`src/fwrv_pkg.sv`:
```
`timescale 1ns / 1ps
package fwrv_pkg;

	localparam int DEPTH = 16;
	localparam int CNT_W = $clog2(DEPTH + 1);
	localparam int WORD_W = 32;

	typedef enum logic [1:0] {
		OP_PUSH   = 2'd0,
		OP_POP    = 2'd1,
		OP_REMOVE = 2'd2,
		OP_NONE   = 2'd3
	} op_t;

	typedef enum logic [1:0] {
		ST_OK        = 2'd0,
		ST_EMPTY     = 2'd1,
		ST_NOT_FOUND = 2'd2,
		ST_FULL      = 2'd3
	} status_t;

	typedef struct packed {
		logic                     push_en;
		logic                     pop_en;
		logic                     remove_en;
		logic signed [WORD_W-1:0] value;
	} cell_ctl_t;

endpackage

```
`src/fifo_with_remove_by_value.sv`:
```
`timescale 1ns / 1ps
// Bounded queue of signed words with push, pop and remove-first-match. One transaction is
// taken every clock cycle (busy stays low); its result appears on the result ports with
// strobe high in the cycle after start, for exactly one cycle, and must be captured then
// since the receiver cannot stall. A row of DEPTH cells compares against the search word in
// parallel and shifts towards the head to close a gap.
module fifo_with_remove_by_value
	import fwrv_pkg::*;
(
	input  logic                     clk,
	input  logic                     arst_n,
	input  logic                     start,
	output logic                     busy,
	input  logic [1:0]               operation,
	input  logic signed [WORD_W-1:0] item_value,
	output logic                     strobe,
	output logic signed [WORD_W-1:0] result_value,
	output logic [1:0]               status,
	output logic [CNT_W-1:0]         occupancy
);

	logic [CNT_W-1:0]         count_q;
	logic                     strobe_q;
	logic signed [WORD_W-1:0] result_q;
	status_t                  status_q;
	logic [CNT_W-1:0]         occ_q;

	logic signed [WORD_W-1:0] words [DEPTH];
	logic [DEPTH:0]           hit;
	logic                     accept;
	logic                     full;
	logic                     empty;
	op_t                      op;
	cell_ctl_t                ctl;

	assign busy   = 1'b0;
	assign accept = start && !busy;
	assign op     = op_t'(operation);
	assign full   = (count_q == CNT_W'(DEPTH));
	assign empty  = (count_q == '0);
	assign hit[0] = 1'b0;

	assign ctl.push_en   = accept && (op == OP_PUSH) && !full;
	assign ctl.pop_en    = accept && (op == OP_POP) && !empty;
	assign ctl.remove_en = accept && (op == OP_REMOVE);
	assign ctl.value     = item_value;

	for (genvar i = 0; i < DEPTH; i++) begin : g_cell
		logic signed [WORD_W-1:0] nxt;
		if (i == DEPTH - 1) begin : g_last
			assign nxt = words[i];
		end else begin : g_mid
			assign nxt = words[i+1];
		end
		fwrv_cell u_cell (
			.clk       (clk),
			.ctl       (ctl),
			.occupied  (CNT_W'(i) < count_q),
			.at_tail   (CNT_W'(i) == count_q),
			.hit_in    (hit[i]),
			.next_word (nxt),
			.word_q    (words[i]),
			.hit_out   (hit[i+1])
		);
	end

	always_ff @(posedge clk or negedge arst_n) begin
		if (!arst_n) begin
			count_q  <= '0;
			strobe_q <= 1'b0;
			status_q <= ST_OK;
			occ_q    <= '0;
		end else begin
			strobe_q <= accept;
			if (accept) begin
				unique case (op)
					OP_PUSH: begin
						status_q <= full ? ST_FULL : ST_OK;
						if (!full) begin
							count_q <= count_q + 1'b1;
							occ_q   <= count_q + 1'b1;
						end else begin
							occ_q <= count_q;
						end
					end
					OP_POP: begin
						status_q <= empty ? ST_EMPTY : ST_OK;
						if (!empty) begin
							count_q <= count_q - 1'b1;
							occ_q   <= count_q - 1'b1;
						end else begin
							occ_q <= count_q;
						end
					end
					OP_REMOVE: begin
						status_q <= hit[DEPTH] ? ST_OK : ST_NOT_FOUND;
						if (hit[DEPTH]) begin
							count_q <= count_q - 1'b1;
							occ_q   <= count_q - 1'b1;
						end else begin
							occ_q <= count_q;
						end
					end
					default: begin
						status_q <= ST_OK;
						occ_q    <= count_q;
					end
				endcase
			end
		end
	end

	always_ff @(posedge clk) begin
		if (accept) begin
			unique case (op)
				OP_PUSH:   result_q <= item_value;
				OP_POP:    result_q <= empty ? -32'sd1 : words[0];
				OP_REMOVE: result_q <= hit[DEPTH] ? item_value : -32'sd1;
				default:   result_q <= '0;
			endcase
		end
	end

	assign strobe       = strobe_q;
	assign result_value = result_q;
	assign status       = status_q;
	assign occupancy    = occ_q;

	a_occ_bound: assert property (@(posedge clk) disable iff (!arst_n)
		strobe |-> (occupancy <= CNT_W'(DEPTH)))
		else $error("occupancy exceeds depth");

	a_full_flag: assert property (@(posedge clk) disable iff (!arst_n)
		(strobe && (status == ST_FULL)) |-> (occupancy == CNT_W'(DEPTH)))
		else $error("full status with free space");

	a_empty_flag: assert property (@(posedge clk) disable iff (!arst_n)
		(strobe && (status == ST_EMPTY)) |-> (occupancy == '0))
		else $error("empty status with entries held");

	a_one_result: assert property (@(posedge clk) disable iff (!arst_n)
		strobe |-> $past(start && !busy))
		else $error("result without transaction");

endmodule

```
`src/fwrv_cell.sv`:
```
`timescale 1ns / 1ps
module fwrv_cell
	import fwrv_pkg::*;
(
	input  logic                     clk,
	input  cell_ctl_t                ctl,
	input  logic                     occupied,
	input  logic                     at_tail,
	input  logic                     hit_in,
	input  logic signed [WORD_W-1:0] next_word,
	output logic signed [WORD_W-1:0] word_q,
	output logic                     hit_out
);

	logic match;

	assign match   = occupied && (word_q == ctl.value);
	assign hit_out = hit_in || match;

	always_ff @(posedge clk) begin
		priority if (ctl.push_en && at_tail) begin
			word_q <= ctl.value;
		end else if (ctl.pop_en) begin
			word_q <= next_word;
		end else if (ctl.remove_en && hit_out) begin
			word_q <= next_word;
		end else begin
			word_q <= word_q;
		end
	end

endmodule

```
`config.mk`:
```
export PLATFORM = sky130hd
export DESIGN_NAME = fifo_with_remove_by_value
export DESIGN_NICKNAME = d
export VERILOG_FILES = /design/src/fwrv_pkg.sv /design/src/fifo_with_remove_by_value.sv /design/src/fwrv_cell.sv
export SDC_FILE = /design/constraint.sdc
export NUM_CORES = 1
export LEC_CHECK = 0
export BUFFER_PORTS_ARGS = -buffer_cell sky130_fd_sc_hd__buf_2
export CORE_MARGIN = 2
export CORE_UTILIZATION = 57
export DETAILED_ROUTE_END_ITERATION = 8
export GPL_TIMING_DRIVEN = 0
export PLACE_DENSITY = 0.76
export SYNTH_ARGS = -nofsm -noshare
export SYNTH_HDL_FRONTEND = slang
export SYNTH_SLANG_ARGS = --single-unit
```
`constraint.sdc`:
```
create_clock -name clk -period 4.6 [get_ports clk]
set_clock_uncertainty 0.15 [all_clocks]
set_input_delay 1.15 -clock clk [delete_from_list [all_inputs] [get_ports clk]]
set_output_delay 1.15 -clock clk [all_outputs]
set_load 0.02 [all_outputs]
```
[Word-level counts from Yosys, hierarchy flattened]
Index checks and enable logic that the tools add are counted.
Word-level totals
  input port bits: 37
  bits in registers: 552
  logic and storage cells: 219
  output and inout port bits: 41
Cells by class
  order comparisons: 16
  $add $sub $neg: 2
  reductions and logical operators: 88
  equality and inequality tests: 37
  multiplexer cells: 56
Operators by type and width (count)
  two-way mux 32 bit: 47
  == test 32 bit: 16
  one-hot mux 32 bit (3 select lines): 1
  logical AND 1 bit: 52
  nonzero test 3 bit: 16
  == test 4 x 5 -> 1 bit, first input constant: 8
  < comparator 4 x 5 -> 1 bit, first input constant: 8
  == test 3 x 5 -> 1 bit, first input constant: 4
  < comparator 3 x 5 -> 1 bit, first input constant: 4
  logical OR 1 bit: 15
  two-way mux 5 bit: 3
  one-hot mux 5 bit (3 select lines): 1
  == test 2 x 5 -> 1 bit, first input constant: 2
  < comparator 1 x 5 -> 1 bit, first input constant: 2
  < comparator 2 x 5 -> 1 bit, first input constant: 2
  one-hot mux 2 bit (3 select lines): 1
  adder 5 x 1 -> 5 bit, second input constant: 1
  == test 1 x 5 -> 1 bit, first input constant: 1
  == test 5 bit, second input constant: 1
  zero test 5 bit: 1
  AND reduction 5 bit: 1
  subtractor 5 x 1 -> 5 bit, second input constant: 1
  two-way mux 2 bit: 2
  != test 2 bit, second input constant: 2
  6 further kinds: 7

[Depth between registers and ports, before layout]
  word-level depth: 20
  depth in mapped cells: 12

[Cells and area by module]
A second synthesis with hierarchy kept.
Unflattened totals
  cells, all modules: 2108
  area, all modules: 29978.8 um^2
Modules (own cells, without submodules)
  fwrv_cell: area each 1731.7 um^2, times used 16, cells an instance 118, seq. area each 960.9 um^2
  fifo_with_remove_by_value: area each 2272.2 um^2, times used 1, cells an instance 220, seq. area each 1161.1 um^2

[Worst setup path before layout]
OpenSTA, ideal clock, no wires.
  kind: in2reg
  start point: input port item_value[31]
  end point: register g_cell[14].u_cell.word_q[0], enable pin
  required time: 3984 ps
  stages: 11
  arrival: 5065 ps
  buffers on the path: 3
  setup slack: -1080 ps
  cells stage by stage: buf_4 > buf_4 > xor2_1 > nor4_1 > nand4_1 > nor4_1 > nor4_2 > or4b_4 > buf_6 > nor4_1 > o21ai_0
On the way
  cells in the longest elaborated chain, start to end: 18
  elaborated cells on any way between the ends: 46
RTL lines
  from (decl): line fifo_with_remove_by_value.sv:15  | input logic signed [WORD_W-1:0] item_value,
  == test 32 bit: line fwrv_cell.sv:17  | assign match = occupied && (word_q == ctl.value);
  logical AND 1 bit: line fwrv_cell.sv:17
  logical OR 1 bit (13 in a row): line fwrv_cell.sv:18  | assign hit_out = hit_in || match;
  logical OR 1 bit (*): line fwrv_cell.sv:18
  logical AND 1 bit (*): line fwrv_cell.sv:25  | end else if (ctl.remove_en && hit_out) begin
  nonzero test 3 bit (no line) (*)
  to (signal assigned): line fwrv_cell.sv:24  | word_q <= next_word;
  to (signal assigned): line fwrv_cell.sv:26  | word_q <= next_word;
  to (signal assigned): line fwrv_cell.sv:28  | word_q <= word_q;
  to (decl): line fwrv_cell.sv:11  | output logic signed [WORD_W-1:0] word_q,
Mark *: on every way between the ends. The rest lies on a longest branch, timed or not.
A chain may end at the register's enable or synchronous reset.

[Worst setup path after layout]
  start point: input port start
  end point: register g_cell[13].u_cell.word_q[11], enable pin
On the way
  cells in the longest elaborated chain, start to end: 4
  elaborated cells on any way between the ends: 8
RTL lines
  from (decl): line fifo_with_remove_by_value.sv:12  | input logic start,
  logical AND 1 bit (2 in a row): line fifo_with_remove_by_value.sv:43  | assign ctl.push_en = accept && (op == OP_PUSH) && !full;
  logical AND 1 bit: line fwrv_cell.sv:21  | priority if (ctl.push_en && at_tail) begin
  nonzero test 3 bit (no line) (*)
  to (signal assigned): line fwrv_cell.sv:22  | word_q <= ctl.value;
  to (signal assigned): line fwrv_cell.sv:24
  to (signal assigned): line fwrv_cell.sv:26
  to (decl): line fwrv_cell.sv:11
Marks and branches as above.

==> metrics.md <==
| Metric | Value |
|---|---|
| H-Tree Depth | 2 |
| Slew @ Worst Pin | 909.3 ps |
| Total CTS buffers | 59 |
| Kind of critical path | input port to flip-flop |
| Die area | 54680 sq um |
| Busiest grt layer | met2 |
| Vias in the first global route | 18510 |
| Pwr/cell area | 391.2 nW/um^2 |
| Vias per Instance | 6.199 |
| First-pass GRT wire length | 134800 microns |
| Hold Worst Slack | 208.2 ps |
| Clk buf depth | 3 |
| Nets | 2328 |
| Fmax | 219.0 MHz |
| Final WL | 98620 microns |
| Die X | 233.8 microns |
| Post-synthesis sequential area ratio | 54.91% |
| # setup viols final | 0 |
| Grt met2 use | 59.49% |
| Critical Path RT | 4780 ps |
| Yosys Warn Count | 0 |
| Placed cell areas | 31700 sq um |
| Rows | 84 |
| Cells after synthesis | 2137 |
| Worst-Skew Late Latency | 650 ps |
| Worst-path clk slew | 70 ps |
| Crit Path Max Fanout | 34 |
| Gr ovfl total | 0 |
| Final Hold Viols | 0 |
| Root Driver | clkbuf_16 |
| Met3 global-route usage | 3.794% |
| Critical Path Sink Type | flip-flop |
| Via Count | 18710 |
| Main synth FF type | edfxtp_1 |
| Layout cell share with drive strength beyond 1 | 34.89% |
| Worst VDD drop | 0.2882 mV |
| DRC | 0 |
| Design area | 33590 sq um |
| Slew HR | 39.38% |
| Count of non-filler cells in the finished layout | 3018 |
| Syn Area/Cell | 14.09 sq um |
| Fraction of registers with async set/reset | 1.449% |
| Hold Path Class | input port to async pin |
| Die height | 233.8 microns |
| RSZ-0062 raised after global routing | no |
| Starting Density | 57.42% |
| Pin count of the biggest net entering global routing | 35 |
| CTS tree | built |
| P_leak | 11.50 nW |
| Synthesis-to-finish area growth | 11.54% |
| GR Util All Layers | 35.99% |
| GP Congestion | 1.039 |
| Number of DRC markers in iteration 0 | 2024 |
| Critical path launch point type | input port |
| Post-DRT Antenna Nets | 0 |
| Most frequent cells in the layout | 544 x edfxtp_1, 481 x mux2_2, 412 x xor2_1 |
| # diodes | 0 |
| Clock Sinks | 552 |
| Fill cells | 3881 |
| Unique cell type count in the Yosys netlist | 58 |
| Dpl hpwl | 79320 microns |
| CORE AREA | 52450 sq um |
| Commonest non-fill, non-tap cell in the layout | edfxtp_1 |
| Reg2Reg Setup Slack | 470 ps |
| Number of enable flip-flop cells after synthesis | 544 |
| Pre-CTS setup slack | -978.6 ps |
| # Max-Cap Violations | 0 |
| Top Ports | 78 |
| Fin. max-slew vios | 0 |
| Hold Buf Count CTS | 0 |
| Pre-antenna DRT Iters | 5 |
| Worst Slack Setup Final | 34.13 ps |
| Number of synthesized register bits | 552 |
| Syn_nets | 2183 |
| Critical Path AT | 4740 ps |
| IO buf count | 76 |
| Setup TNS | 0 ps |
| Placed cells | 2909 |
| Routed WL per cell | 32.68 microns |
| Initial antenna violation count | 0 |
| Status | complete, no violations |
| Period utilization | 99.26% |
| Netlist Area Pre-Place | 30110 sq um |
| Met1 Track Usage GR | 43.90% |
| Final Critical Period | 4566 ps |
[layout make-up]
cell class	count	area, sq um	share of cell area, %
clock inverters	27	241.5	0.7189
plain buffers	204	1286	3.829
multi-input cells	1375	12540	37.33
repair buffers	84	518.0	1.542
flip-flops and latches	552	16540	49.23
clock buffers	82	1584	4.716
inverters	6	22.52	0.06705
well taps	688	860.8	2.563
[power breakdown]
group / total [W] / internal (W) / switching (W) / leakage [nW]
Sequential: 0.00616 / 0.00596 / 0.000202 / 5.11
Clock: 0.00468 / 0.00262 / 0.00206 / 0.882
Combinational: 0.00230 / 0.000772 / 0.00152 / 5.51
[flip-flops by register name, indices dropped and copies added (netlist names)]
register              flops
g_cell.u_cell.word_q    512
occupancy                 5
result_value             32
status                    2
strobe                    1
[logic make-up after synthesis]
family	count (synthesis)	synth area share (%)
flip-flops	552	54.91
XOR/XNOR	517	15.04
multiplexers	482	18.02
AND/OR/NAND/NOR	263	5.053
buffers and inverters	210	3.968
AO/OA/AOI/OAI	103	2.622
adder cells (fa/ha/maj)	9	0.3740
other	1	0.01245
[what timing repair did]
item,4_1_cts,5_1_grt
buffers inserted,0,0
setup endpoints to repair,237,236
gates cloned,0,0
gates resized for setup,9,9
[worst paths after layout]
check / start / to / cells after the start
worst min-delay path: arst_n / occupancy[0] / 1
max in group asynchronous: arst_n / status[1] / 1
worst min register to register: status[0] / status[0] / 1
worst max-delay path: start / g_cell[13].u_cell.word_q[11] / 9
min in group clk: status[0] / status[0] / 1
worst max register to register: g_cell[3].u_cell.word_q[28] / g_cell[14].u_cell.word_q[11] / 10
[cell usage after synthesis (all sizes together), types with 2 or more instances]
cell	number	area [sq um]
a2111oi	5	51.30
a211o	2	17.52
a21oi	35	287.8
a22oi	32	240.2
a31oi	2	12.51
and2	2	12.52
and3	4	25.02
buf	115	838.3
clkbuf	89	334.1
dfrtp	8	200.2
edfxtp	544	16340
ha	9	112.6
inv	6	22.52
mux2	481	5416
nand2	23	86.33
nand2b	3	18.77
nand3	29	145.1
nand3b	2	18.77
nand4	38	244.0
nor2	26	100.1
nor3	22	121.4
nor4	104	656.9
o211a	2	20.02
o21a	2	16.27
o21ai	16	80.08
o31ai	2	15.01
or2	4	27.53
xnor2	104	910.9
xor2	413	3617
[layer usage]
metal / vias up / part of all wire (%)
li1: 8184 / -
met1: 9428 / 38
met2: 868 / 47
met3: 228 / 5.7
met4: 0 / 8.8
met5: - / 0
[worst max-delay path: stages]
cell and delay, ps:
buf_2 550, clkbuf_1 450, and2_0 430, nand3_1 320, nor2_2 580, clkbuf_1 570
nor2_1 170, o21ai_4 230, buf_12 250
[through the flow]
step	utilization (%)	power, W
after floorplan	-	0.007580
after global placement	60.07	0.008421
after detailed placement	60.44	0.008478
after CTS	63.97	0.01305
after global routing	64.04	0.01341
final	64.04	0.01314
(Power assumes the default switching activity.)
